### src/rtl/pbau_pkg.sv
package pbau_pkg;

	localparam int WORD_DIGITS = 8;
	localparam int CONV_DIGITS = 10;
	localparam int CONV_W = 4 * CONV_DIGITS;
	localparam int SIGN_POS = 31;

	localparam logic [2:0] FN_ADD   = 3'd0;
	localparam logic [2:0] FN_SUB   = 3'd1;
	localparam logic [2:0] FN_SSUB  = 3'd2;
	localparam logic [2:0] FN_B2D   = 3'd3;
	localparam logic [2:0] FN_D2B   = 3'd4;
	localparam logic [2:0] FN_CHECK = 3'd5;

	typedef struct packed {
		logic [2:0]  func;
		logic [31:0] operand_a;
		logic [31:0] operand_b;
	} op_item_t;

	typedef struct packed {
		logic [31:0] result_word;
		logic        digits_valid;
		logic        carry_out;
	} res_item_t;

	// per-digit carry/borrow generate and propagate, with both candidate digits
	typedef struct packed {
		logic       g;
		logic       p;
		logic [3:0] d0;
		logic [3:0] d1;
	} dig_gp_t;

endpackage

### src/rtl/packed_bcd_arithmetic_unit.sv
// Each op passes through the stage registers in order; its result on res_data is registered in the last stage.
// Throughput: one op per cycle; each stage holds when the one after it is full and stalled.
// The binary-to-BCD converter is four 8-bit shift-add-3 slices in stages 5 to 8.
// Reset: arst_n clears the stage valid bits only; no data state is kept between ops.
module packed_bcd_arithmetic_unit import pbau_pkg::*; #(
	parameter int DIGITS = 8
) (
	input  logic      clk,
	input  logic      arst_n,
	input  logic      op_valid,
	output logic      op_ready,
	input  op_item_t  op_data,
	output logic      res_valid,
	input  logic      res_ready,
	output res_item_t res_data
);

	localparam int ND = (DIGITS < WORD_DIGITS) ? DIGITS : WORD_DIGITS;

	logic v_s1, v_s2, v_s3, v_s4, v_s5, v_s6, v_s7, v_s8;
	logic en_s1, en_s2, en_s3, en_s4, en_s5, en_s6, en_s7, en_s8;

	always_comb begin
		en_s8 = !v_s8 || res_ready;
		en_s7 = !v_s7 || en_s8;
		en_s6 = !v_s6 || en_s7;
		en_s5 = !v_s5 || en_s6;
		en_s4 = !v_s4 || en_s5;
		en_s3 = !v_s3 || en_s4;
		en_s2 = !v_s2 || en_s3;
		en_s1 = !v_s1 || en_s2;
	end

	assign op_ready = en_s1;

	always_ff @(posedge clk or negedge arst_n) begin
		if (!arst_n) begin
			v_s1 <= 1'b0;
			v_s2 <= 1'b0;
			v_s3 <= 1'b0;
			v_s4 <= 1'b0;
			v_s5 <= 1'b0;
			v_s6 <= 1'b0;
			v_s7 <= 1'b0;
			v_s8 <= 1'b0;
		end else begin
			if (en_s1) v_s1 <= op_valid;
			if (en_s2) v_s2 <= v_s1;
			if (en_s3) v_s3 <= v_s2;
			if (en_s4) v_s4 <= v_s3;
			if (en_s5) v_s5 <= v_s4;
			if (en_s6) v_s6 <= v_s5;
			if (en_s7) v_s7 <= v_s6;
			if (en_s8) v_s8 <= v_s7;
		end
	end

	// stage 1: digit generate/propagate, validity, digit pairs for BCD to binary
	dig_gp_t     dgp [WORD_DIGITS];
	logic [31:0] src_a;
	logic [31:0] src_b;
	logic        dv;
	logic [7:0]  pa [4];
	logic [7:0]  pb [4];

	for (genvar g = 0; g < WORD_DIGITS; g++) begin : g_pre
		pbau_digit_pre u_pre (
			.a_nib (op_data.operand_a[4*g +: 4]),
			.b_nib (op_data.operand_b[4*g +: 4]),
			.sub   (op_data.func == FN_SUB),
			.gp    (dgp[g])
		);
	end

	always_comb begin
		src_a = op_data.operand_a;
		src_b = op_data.operand_b;
		src_b[SIGN_POS] = 1'b0;
		if (op_data.func == FN_SSUB) begin
			src_a[SIGN_POS] = 1'b0;
		end
		dv = 1'b1;
		for (int i = 0; i < WORD_DIGITS; i++) begin
			if (i >= ND) begin
				src_a[4*i +: 4] = 4'd0;
				src_b[4*i +: 4] = 4'd0;
			end else if (op_data.operand_a[4*i +: 4] > 4'd9) begin
				dv = 1'b0;
			end
		end
		for (int k = 0; k < 4; k++) begin
			pa[k] = {4'd0, src_a[8*k +: 4]} + ({4'd0, src_a[8*k+4 +: 4]} << 3)
				+ ({4'd0, src_a[8*k+4 +: 4]} << 1);
			pb[k] = {4'd0, src_b[8*k +: 4]} + ({4'd0, src_b[8*k+4 +: 4]} << 3)
				+ ({4'd0, src_b[8*k+4 +: 4]} << 1);
		end
	end

	logic [2:0]  func_s1;
	logic [31:0] a_s1;
	logic        a_neg_s1, b_neg_s1, dv_s1;
	dig_gp_t     dgp_s1 [WORD_DIGITS];
	logic [7:0]  pa_s1 [4];
	logic [7:0]  pb_s1 [4];

	always_ff @(posedge clk) begin
		if (en_s1) begin
			func_s1  <= op_data.func;
			a_s1     <= op_data.operand_a;
			a_neg_s1 <= op_data.operand_a[SIGN_POS];
			b_neg_s1 <= op_data.operand_b[SIGN_POS];
			dv_s1    <= dv;
			for (int i = 0; i < WORD_DIGITS; i++) begin
				dgp_s1[i] <= (i < ND) ? dgp[i] : '0;
			end
			for (int k = 0; k < 4; k++) begin
				pa_s1[k] <= pa[k];
				pb_s1[k] <= pb[k];
			end
		end
	end

	// stage 2: carry/borrow chain and digit select; digit quads
	logic [WORD_DIGITS:0] cy;
	logic [31:0]          as_res;

	always_comb begin
		cy[0] = 1'b0;
		for (int i = 0; i < WORD_DIGITS; i++) begin
			cy[i+1] = dgp_s1[i].g || (dgp_s1[i].p && cy[i]);
			as_res[4*i +: 4] = cy[i] ? dgp_s1[i].d1 : dgp_s1[i].d0;
		end
	end

	logic [2:0]  func_s2;
	logic [31:0] a_s2, as_res_s2;
	logic        a_neg_s2, b_neg_s2, dv_s2, as_cy_s2;
	logic [14:0] qa_s2 [2];
	logic [14:0] qb_s2 [2];

	always_ff @(posedge clk) begin
		if (en_s2) begin
			func_s2   <= func_s1;
			a_s2      <= a_s1;
			a_neg_s2  <= a_neg_s1;
			b_neg_s2  <= b_neg_s1;
			dv_s2     <= dv_s1;
			as_res_s2 <= as_res;
			as_cy_s2  <= cy[ND];
			for (int k = 0; k < 2; k++) begin
				qa_s2[k] <= {7'd0, pa_s1[2*k]} + 15'({7'd0, pa_s1[2*k+1]} * 15'd100);
				qb_s2[k] <= {7'd0, pb_s1[2*k]} + 15'({7'd0, pb_s1[2*k+1]} * 15'd100);
			end
		end
	end

	// stage 3: binary values of both operands
	logic [2:0]  func_s3;
	logic [31:0] a_s3, as_res_s3;
	logic        a_neg_s3, b_neg_s3, dv_s3, as_cy_s3;
	logic [27:0] va_s3, vb_s3;

	always_ff @(posedge clk) begin
		if (en_s3) begin
			func_s3   <= func_s2;
			a_s3      <= a_s2;
			a_neg_s3  <= a_neg_s2;
			b_neg_s3  <= b_neg_s2;
			dv_s3     <= dv_s2;
			as_res_s3 <= as_res_s2;
			as_cy_s3  <= as_cy_s2;
			va_s3     <= {13'd0, qa_s2[0]} + 28'({13'd0, qa_s2[1]} * 28'd10000);
			vb_s3     <= {13'd0, qb_s2[0]} + 28'({13'd0, qb_s2[1]} * 28'd10000);
		end
	end

	// stage 4: signed difference, converter input, direct results
	logic [29:0] sa, sb, diff, mag;
	logic [31:0] conv;
	logic [31:0] dir_res;
	logic        dir_cy;

	always_comb begin
		sa   = a_neg_s3 ? (30'd0 - {2'd0, va_s3}) : {2'd0, va_s3};
		sb   = b_neg_s3 ? (30'd0 - {2'd0, vb_s3}) : {2'd0, vb_s3};
		diff = sa - sb;
		mag  = diff[29] ? (30'd0 - diff) : diff;
		conv = (func_s3 == FN_B2D) ? a_s3 : {3'd0, mag[28:0]};
		unique case (func_s3)
			FN_ADD, FN_SUB: begin
				dir_res = as_res_s3;
				dir_cy  = as_cy_s3;
			end
			FN_D2B: begin
				dir_res = {4'd0, va_s3};
				dir_cy  = 1'b0;
			end
			default: begin
				dir_res = 32'd0;
				dir_cy  = 1'b0;
			end
		endcase
	end

	logic [2:0]  func_s4;
	logic [31:0] conv_s4, dir_res_s4;
	logic        neg_s4, dv_s4, dir_cy_s4;

	always_ff @(posedge clk) begin
		if (en_s4) begin
			func_s4    <= func_s3;
			conv_s4    <= conv;
			neg_s4     <= diff[29];
			dv_s4      <= dv_s3;
			dir_res_s4 <= dir_res;
			dir_cy_s4  <= dir_cy;
		end
	end

	// stages 5 to 8: shift-add-3 conversion, one byte per stage
	logic [CONV_W-1:0] bcd5, bcd6, bcd7, bcd8;

	pbau_dd_slice u_dd5 (.bcd_in('0),     .bits(conv_s4[31:24]), .bcd_out(bcd5));

	logic [2:0]        func_s5, func_s6, func_s7;
	logic [23:0]       rest_s5;
	logic [15:0]       rest_s6;
	logic [7:0]        rest_s7;
	logic [CONV_W-1:0] bcd_s5, bcd_s6, bcd_s7;
	logic              neg_s5, neg_s6, neg_s7;
	logic              dv_s5, dv_s6, dv_s7;
	logic [31:0]       dir_res_s5, dir_res_s6, dir_res_s7;
	logic              dir_cy_s5, dir_cy_s6, dir_cy_s7;

	always_ff @(posedge clk) begin
		if (en_s5) begin
			func_s5    <= func_s4;
			rest_s5    <= conv_s4[23:0];
			bcd_s5     <= bcd5;
			neg_s5     <= neg_s4;
			dv_s5      <= dv_s4;
			dir_res_s5 <= dir_res_s4;
			dir_cy_s5  <= dir_cy_s4;
		end
	end

	pbau_dd_slice u_dd6 (.bcd_in(bcd_s5), .bits(rest_s5[23:16]), .bcd_out(bcd6));

	always_ff @(posedge clk) begin
		if (en_s6) begin
			func_s6    <= func_s5;
			rest_s6    <= rest_s5[15:0];
			bcd_s6     <= bcd6;
			neg_s6     <= neg_s5;
			dv_s6      <= dv_s5;
			dir_res_s6 <= dir_res_s5;
			dir_cy_s6  <= dir_cy_s5;
		end
	end

	pbau_dd_slice u_dd7 (.bcd_in(bcd_s6), .bits(rest_s6[15:8]), .bcd_out(bcd7));

	always_ff @(posedge clk) begin
		if (en_s7) begin
			func_s7    <= func_s6;
			rest_s7    <= rest_s6[7:0];
			bcd_s7     <= bcd7;
			neg_s7     <= neg_s6;
			dv_s7      <= dv_s6;
			dir_res_s7 <= dir_res_s6;
			dir_cy_s7  <= dir_cy_s6;
		end
	end

	pbau_dd_slice u_dd8 (.bcd_in(bcd_s7), .bits(rest_s7), .bcd_out(bcd8));

	logic [31:0] low;
	logic        drop;
	res_item_t   res_next;
	res_item_t   res_s8;

	always_comb begin
		low  = bcd8[31:0];
		drop = 1'b0;
		for (int d = 0; d < CONV_DIGITS; d++) begin
			if (d >= ND) begin
				drop = drop || (bcd8[4*d +: 4] != 4'd0);
			end
		end
		for (int i = 0; i < WORD_DIGITS; i++) begin
			if (i >= ND) begin
				low[4*i +: 4] = 4'd0;
			end
		end
		res_next.digits_valid = dv_s7;
		unique case (func_s7)
			FN_B2D: begin
				res_next.result_word = low;
				res_next.carry_out   = drop;
			end
			FN_SSUB: begin
				res_next.result_word = {neg_s7, low[30:0]};
				res_next.carry_out   = drop || low[SIGN_POS];
			end
			default: begin
				res_next.result_word = dir_res_s7;
				res_next.carry_out   = dir_cy_s7;
			end
		endcase
	end

	always_ff @(posedge clk) begin
		if (en_s8) begin
			res_s8 <= res_next;
		end
	end

	assign res_valid = v_s8;
	assign res_data  = res_s8;

endmodule

### src/rtl/pbau_digit_pre.sv
module pbau_digit_pre import pbau_pkg::*; (
	input  logic [3:0] a_nib,
	input  logic [3:0] b_nib,
	input  logic       sub,
	output dig_gp_t    gp
);

	logic [4:0] s0;
	logic [4:0] s1;
	logic [4:0] t1;
	logic [4:0] diff0;
	logic [4:0] diff1;

	always_comb begin
		s0    = {1'b0, a_nib} + {1'b0, b_nib};
		s1    = s0 + 5'd1;
		t1    = {1'b0, b_nib} + 5'd1;
		diff0 = {1'b0, a_nib} - {1'b0, b_nib};
		diff1 = {1'b0, a_nib} - t1;
		if (sub) begin
			gp.g  = diff0[4];
			gp.p  = diff1[4];
			gp.d0 = diff0[3:0] + (diff0[4] ? 4'd10 : 4'd0);
			gp.d1 = diff1[3:0] + (diff1[4] ? 4'd10 : 4'd0);
		end else begin
			gp.g  = (s0 > 5'd9);
			gp.p  = (s1 > 5'd9);
			gp.d0 = s0[3:0] + ((s0 > 5'd9) ? 4'd6 : 4'd0);
			gp.d1 = s1[3:0] + ((s1 > 5'd9) ? 4'd6 : 4'd0);
		end
	end

endmodule

### src/rtl/pbau_dd_slice.sv
module pbau_dd_slice import pbau_pkg::*; (
	input  logic [CONV_W-1:0] bcd_in,
	input  logic [7:0]        bits,
	output logic [CONV_W-1:0] bcd_out
);

	logic [CONV_W-1:0] acc;

	always_comb begin
		acc = bcd_in;
		for (int j = 7; j >= 0; j--) begin
			for (int d = 0; d < CONV_DIGITS; d++) begin
				if (acc[4*d +: 4] >= 4'd5) begin
					acc[4*d +: 4] = acc[4*d +: 4] + 4'd3;
				end
			end
			acc = {acc[CONV_W-2:0], bits[j]};
		end
		bcd_out = acc;
	end

endmodule

### config.mk
export PLATFORM = sky130hd
export DESIGN_NAME = packed_bcd_arithmetic_unit
export DESIGN_NICKNAME = d
export VERILOG_FILES = /design/src/rtl/pbau_pkg.sv /design/src/rtl/packed_bcd_arithmetic_unit.sv /design/src/rtl/pbau_digit_pre.sv /design/src/rtl/pbau_dd_slice.sv
export SDC_FILE = /design/constraint.sdc
export NUM_CORES = 2
export LEC_CHECK = 0
export ABC_AREA = 1
export BUFFER_PORTS_ARGS = -buffer_cell sky130_fd_sc_hd__buf_4
export CORE_UTILIZATION = 53
export CTS_CLUSTER_DIAMETER = 30
export DETAILED_ROUTE_END_ITERATION = 8
export GPL_ROUTABILITY_DRIVEN = 0
export PLACE_DENSITY = 0.8
export SLEW_MARGIN = 30
export SYNTH_ARGS = -nofsm -noshare
export SYNTH_HDL_FRONTEND = slang
export SYNTH_SLANG_ARGS = --single-unit
### constraint.sdc
create_clock -name clk -period 25 [get_ports clk]
set_input_delay 3.75 -clock clk [delete_from_list [all_inputs] [get_ports clk]]
set_output_delay 3.75 -clock clk [all_outputs]
set_load 0.01 [all_outputs]
Yosys cells after proc, flatten, opt, wreduce, memory -nomap -nowiden:

Memory sizes are Yosys's and may differ from the RTL's.
Cells that the tools add are included.

* add/sub/neg operators: 363
* multiply operators: 6
* order comparisons: 289
* equal/unequal tests: 7
* mux-type cells: 325
* reduce and logical (&&, ||, !) cells: 37

Operators by type and width (count)
* 4-bit two-way mux: 265
* 4-bit by 3-bit greater-or-equal comparator with 1-bit output, second input constant: 255
* 4-bit by 2-bit adder with 4-bit output, second input constant: 234
* 4-bit adder: 32
* 32-bit case mux with 2 select lines: 2
* 3-bit two-way mux: 38
* 5-bit by 4-bit > comparator with 1-bit output, second input constant: 16
* 10-bit two-way mux: 8
* 3-bit by 2-bit adder with 3-bit output, second input constant: 21
* 8-bit by 15-bit adder with 15-bit output: 4
* 30-bit two-way mux: 2
* 29-bit two-way mux: 2
* 1-bit by 28-bit subtractor with 29-bit output, first input constant: 2
* 15-bit by 28-bit adder with 28-bit output: 2
* 4-bit by 7-bit adder with 8-bit output: 7
* 8-bit by 5-bit adder with 8-bit output: 7
* 8-bit by 5-bit multiplier with 13-bit output, second input constant: 4
* 15-bit by 10-bit multiplier with 24-bit output, second input constant: 2
* 4-bit by 1-bit adder with 5-bit output, second input constant: 8
* 4-bit by 4-bit adder with 5-bit output: 8
* 5-bit by 1-bit adder with 5-bit output, second input constant: 8
* 4-bit by 4-bit subtractor with 5-bit output: 8
* 4-bit by 5-bit subtractor with 5-bit output: 8
* 4-bit > comparator, second input constant: 8
* other kinds (20): 76

* bits in registers: 618
* bits in writable memories: 204
* input bits: 71
* output and inout port bits: 36
* memories kept: 5

Memory list
* dgp_s1: words 8, width 10, rd ports 8, clocked after memory_dff 0, wr ports 8, RTL line packed_bcd_arithmetic_unit.sv:102 `dig_gp_t dgp_s1 [WORD_DIGITS];`
* pa_s1: words 4, width 8, rd ports 4, clocked after memory_dff 0, wr ports 4, RTL line packed_bcd_arithmetic_unit.sv:103 `logic [7:0] pa_s1 [4];`
* pb_s1: words 4, width 8, rd ports 4, clocked after memory_dff 0, wr ports 4, RTL line packed_bcd_arithmetic_unit.sv:104 `logic [7:0] pb_s1 [4];`
* qa_s2: words 2, width 15, rd ports 2, clocked after memory_dff 0, wr ports 2, RTL line packed_bcd_arithmetic_unit.sv:138 `logic [14:0] qa_s2 [2];`
* qb_s2: words 2, width 15, rd ports 2, clocked after memory_dff 0, wr ports 2, RTL line packed_bcd_arithmetic_unit.sv:139 `logic [14:0] qb_s2 [2];`

Logic depth before layout (Yosys ltp):

* word-level depth: 20
* gate-level depth with buffers: 58
* gate-level depth less buffers: 58

By module:

A second synthesis with hierarchy kept.

* cell total of the unflattened synthesis: 10917
* area, all modules: 83057.2 um^2

Modules (own cells, without submodules)
* packed_bcd_arithmetic_unit: times used 1, cells an instance 3657, area each 42323.1 um^2, sequential area each 24523.5 um^2
* pbau_dd_slice: times used 4, cells an instance 1549, area each 8344.3 um^2, sequential area each 0.0 um^2
* pbau_digit_pre: times used 8, cells an instance 133, area each 919.6 um^2, sequential area each 0.0 um^2

Worst setup path after synthesis:

OpenSTA, ideal clock, no wires.

* path type: input to output
* from: input res_ready
* to: output op_ready
* arrival: 17449 ps
* data required time: 21250 ps
* slack: 3801 ps
* cell stages on the path: 14
* path buffers: 0
* cell sequence: nor2_1 inv_1 nor2_1 inv_1 nor2_1 inv_1 nor2_1 inv_1 nor2_1 inv_1 nor2_1 inv_1 nor2_1 nand2_1

* longest elaborated chain between the ends: 8

Ends and longest elaborated chain
* start: declaration: RTL line packed_bcd_arithmetic_unit.sv:14 `input logic res_ready,`
* 1-bit logical OR: RTL line packed_bcd_arithmetic_unit.sv:24 `en_s8 = !v_s8 || res_ready;`
* via en_s8: RTL line packed_bcd_arithmetic_unit.sv:21 `logic en_s1, en_s2, en_s3, en_s4, en_s5, en_s6, en_s7, en_s8;`
* 1-bit logical OR: RTL line packed_bcd_arithmetic_unit.sv:25 `en_s7 = !v_s7 || en_s8;`
* via en_s7: RTL line packed_bcd_arithmetic_unit.sv:21
* 1-bit logical OR: RTL line packed_bcd_arithmetic_unit.sv:26 `en_s6 = !v_s6 || en_s7;`
* via en_s6: RTL line packed_bcd_arithmetic_unit.sv:21
* 1-bit logical OR: RTL line packed_bcd_arithmetic_unit.sv:27 `en_s5 = !v_s5 || en_s6;`
* via en_s5: RTL line packed_bcd_arithmetic_unit.sv:21
* 1-bit logical OR: RTL line packed_bcd_arithmetic_unit.sv:28 `en_s4 = !v_s4 || en_s5;`
* via en_s4: RTL line packed_bcd_arithmetic_unit.sv:21
* 1-bit logical OR: RTL line packed_bcd_arithmetic_unit.sv:29 `en_s3 = !v_s3 || en_s4;`
* via en_s3: RTL line packed_bcd_arithmetic_unit.sv:21
* 1-bit logical OR: RTL line packed_bcd_arithmetic_unit.sv:30 `en_s2 = !v_s2 || en_s3;`
* 1-bit logical OR: RTL line packed_bcd_arithmetic_unit.sv:31 `en_s1 = !v_s1 || en_s2;`
* end: declaration: RTL line packed_bcd_arithmetic_unit.sv:11 `output logic op_ready,`

The timed path passes the listed nets, and every way through them passes these cells.

Worst setup path in the final report:

Same ends and word-level chain as after synthesis.

==> reports/qor.txt <==
Status - finished, final reports clean
Proportion of layout cells with a drive suffix above 1 - 10.8%
Maximum fanout count along the critical path - 48
Number of placement rows - 124
Horizontal die dimension - 342 um
Worst setup skew after layout - 0.0364 ns
Dominant synthesized flop cell - edfxtp_1
Xor and xnor fraction of the mapped netlist area - 6.94%
Fin cells - 8752
Fill cells - 8953
Finished layout cell area - 0.0685 mm^2
Average routed wire per standard cell - 15.1 um
Number of endpoints with negative hold slack in the final report - 0
Final critical-path setup slack - 14.77 ns
Hold crit path type - flop to flop
Die Ht - 342 um
Slew margin rel. - 39.5%
Syn Std Cell Area - 0.0613 mm^2
Worst Max-Slew Pin Slew - 0.907 ns
Pin count of the biggest net entering global routing - 91
N_diodes - 0
Setup Slack @ Placement - 14.82 ns
Synth Area per Inst - 8.85 um^2
Period Utilization, post-route - 40.9%
Initial Utilization - 53.5%
Cells along the critical path - buf_4 -> nor2_1 -> inv_1 -> nor2_1 -> clkinv_2 -> buf_4 -> nor2_1 -> inv_2 -> nor2_1 -> inv_2 -> nor2_1 -> inv_2 -> nor2_1 -> inv_4 -> nor2_1 -> nand2_4 -> buf_4
Simple-gate portion of the synthesized area - 18.2%
Count of pins on the block boundary - 107
Adder-cell share of the synthesized area - 20.6%
Global-route wire length before repair - 217000 um
Critical path arrival - 6.48 ns
Achievable clock frequency - 97.8 MHz
Bufs on Longest Clock Path - 3
Clock-pin slew of the registers on the worst-case setup and hold paths - 0.06 ns
Number of synthesized register bits - 760
Count of final max-slew check failures - 0
Setup repair after global routing missed its margin - false
Post-synthesis sequential area ratio - 37.2%
Yosys Warn Count - 0
I/O Buffers - 106
Total routing resource utilization after global routing - 22.7%
Crit start category - primary input
Final wirelength - 132000 um
Number of cells in the design after placement - 8513
Number of setup violations in the final report - 0
Leftover overflow at the end of global routing - 0
Antenna violations before repair - 2
Minimum clock period - 10.23 ns
Sinks on the clock net - 760
Max incr delay on CP - 0.40 ns
Clock root cell - clkbuf_16
Mean number of vias per cell - 5.26
Post-cts sizing count - 0
Share of synthesized registers carrying an async set or reset - 1.05%
Crit path buf inv count - 9
Net count, final - 8133
HPWL reported at the end of detailed placement - 98700 um
Distinct cells, synth - 68
Largest family of logic cells by synthesized area - adder cells
Layout-stage area growth over the synthesis result - 11.7%
CTS Buf Count - 131
Critical path endpoint category - output port
Kind of cell adding the most delay to the critical path - simple AND/OR/NAND/NOR gates
Library cell contributing the largest single delay on the critical path - nor2_1
Clock tree from TritonCTS - built
Syn_nets - 7929
Summed negative setup slack over all endpoints - 0 ns
First drt pass iteration count - 5
Clock latency on the worst-skew pair - 0.74 ns
Number of DRC violations after detailed routing - 0
Length of routed met2 wiring - 66500 um
Multiplexer share of the synthesized area - 0.235%
Post-DP Area - 0.0640 mm^2
Overall die area - 0.117 mm^2
Cells after synthesis - 6931
Worst Path Class, Setup - primary input to output port
Fraction of the mapped netlist area in compound gates - 8.22%
Routed via count - 46068
Vias in the first global route - 45881
Most Frequent Cell on Critical Path - nor2_1
Total number of H-tree levels - 4
Antenna violation net count after detailed routing - 0
Detailed route wirelength on metal3 - 7200 um
Setup repair bufs after CTS - 0
Max layer used - met5
CP Data Required Time - 21.25 ns
Placeable Area - 0.115 mm^2
Max Cap Violations - 0
Number of buffers added to fix hold violations after cts - 0
Post-synth EDFFs - 752
Iteration-0 DRC Markers - 3025
DRT met1 WL - 51900 um
[through the flow]
stage                     hold slack, ns  utilization (%)
after floorplan                    0.400                -
after detailed placement           0.405             55.9
after global placement             0.401             55.8
after CTS                          0.403             59.8
final                              0.414             59.8
after global routing               0.414             59.8
[area by class of cell]
class	instances	area (um^2)	share of cell area [%]
clock buffer	143	3360	4.91
inverter	1362	5130	7.48
multi-input combinational	4760	33200	48.5
sequential	760	22800	33.3
clock inverter	95	1170	1.70
timing repair buffer	120	941	1.37
tap	1512	1890	2.76
[cells by family after synthesis]
kind of cell               after synthesis
AOI/OAI and AO/OA                      846
buffers and inverters                 1411
muxes                                   12
adders and majority gates              927
and+or+nand+nor                       2502
xor gates and xnor gates               473
DFF                                    760
[state kept, by name, summed over array words and instances (netlist names), 21 cells and up]
name        flops
dgp_s1         75
res_data       34
a_s1           32
a_s2           32
a_s3           32
as_res_s2      32
as_res_s3      32
conv_s4        32
dir_res_s4     32
dir_res_s5     32
dir_res_s6     32
dir_res_s7     32
bcd_s7         31
pb_s1          31
qb_s2          30
pa_s1          28
qa_s2          28
vb_s3          28
va_s3          27
rest_s5        24
bcd_s6         21
[cells in the final DEF, fill, tap and decap left out, types with 73 or more instances in the layout]
| master | n |
|---|---|
| edfxtp_1 | 752 |
| clkbuf_16 | 132 |
| buf_4 | 116 |
| ha_1 | 791 |
| inv_2 | 81 |
| nand2_1 | 1290 |
| o21ai_1 | 99 |
| inv_1 | 1275 |
| o21ai_0 | 184 |
| a21oi_1 | 280 |
| o21ai_2 | 73 |
| fa_1 | 136 |
| nand3_1 | 322 |
| xor2_1 | 360 |
| nand2_2 | 114 |
| nor2_1 | 475 |
| xnor2_1 | 101 |
[final timing paths]
kind                                      from        endpoint  slack [ns]  depth (start not counted)
worst max-delay path                 res_ready        op_ready       14.77                         17
worst min-delay path            dir_res_s4[13]  dir_res_s5[13]        0.41                          0
worst max register to register       bcd_s5[4]       bcd_s6[9]       17.20                         49
worst min register to register  dir_res_s4[13]  dir_res_s5[13]        0.41                          0
max in group asynchronous               arst_n            v_s1       22.01                          1
min in group asynchronous               arst_n            v_s2        2.85                          1
[cells in the mapped netlist (7+ instances only)]
master | number | share of area, %
nand3b_1 | 19 | 0.23
nand2_1 | 1291 | 7.9
nor2_2 | 14 | 0.14
clkbuf_1 | 44 | 0.27
o21ai_0 | 184 | 1.5
nand3_2 | 45 | 0.73
nand2_2 | 114 | 1.2
o21ai_2 | 73 | 1.0
o211ai_1 | 17 | 0.21
nand2_4 | 19 | 0.35
nor2_1 | 476 | 2.9
a31oi_1 | 40 | 0.41
ha_1 | 791 | 16
xnor2_1 | 101 | 1.4
a21oi_1 | 280 | 2.3
edfxtp_1 | 752 | 37
o22ai_1 | 36 | 0.37
dfrtp_1 | 8 | 0.33
a21o_1 | 20 | 0.24
inv_2 | 78 | 0.48
o21a_1 | 18 | 0.22
fa_1 | 136 | 4.4
o21ai_1 | 99 | 0.81
nand3_1 | 322 | 2.6
xor2_1 | 360 | 5.1
or2_2 | 30 | 0.31
nor4_1 | 12 | 0.12
nand4_1 | 52 | 0.53
a21oi_2 | 7 | 0.10
o31ai_1 | 11 | 0.13
inv_1 | 1282 | 7.8
xor2_2 | 10 | 0.27
nor3_1 | 55 | 0.45
o21bai_1 | 29 | 0.36
mux2_2 | 9 | 0.17
and2_1 | 22 | 0.22
a211oi_1 | 8 | 0.098
[per-layer routing]
metal | up-vias | GRT usage, %
met5 | - | 0
met4 | 2 | 11.7
met3 | 366 | 3.30
met2 | 1242 | 41.1
met1 | 21437 | 25.9
li1 | 23021 | -
[worst reg2reg max path, delay by kind of cell (launching register included)]
family | cells | cell delay [ns]
xor+xnor | 7 | 1.66
simple gates | 14 | 1.51
fa+ha+maj | 8 | 1.70
buf+inv | 15 | 1.34
flops | 1 | 0.43
compound gates | 5 | 0.90
Power is left out: the tool's default activity adds up to more than one toggle a clock period on the data nets, which glitch-free logic cannot reach.
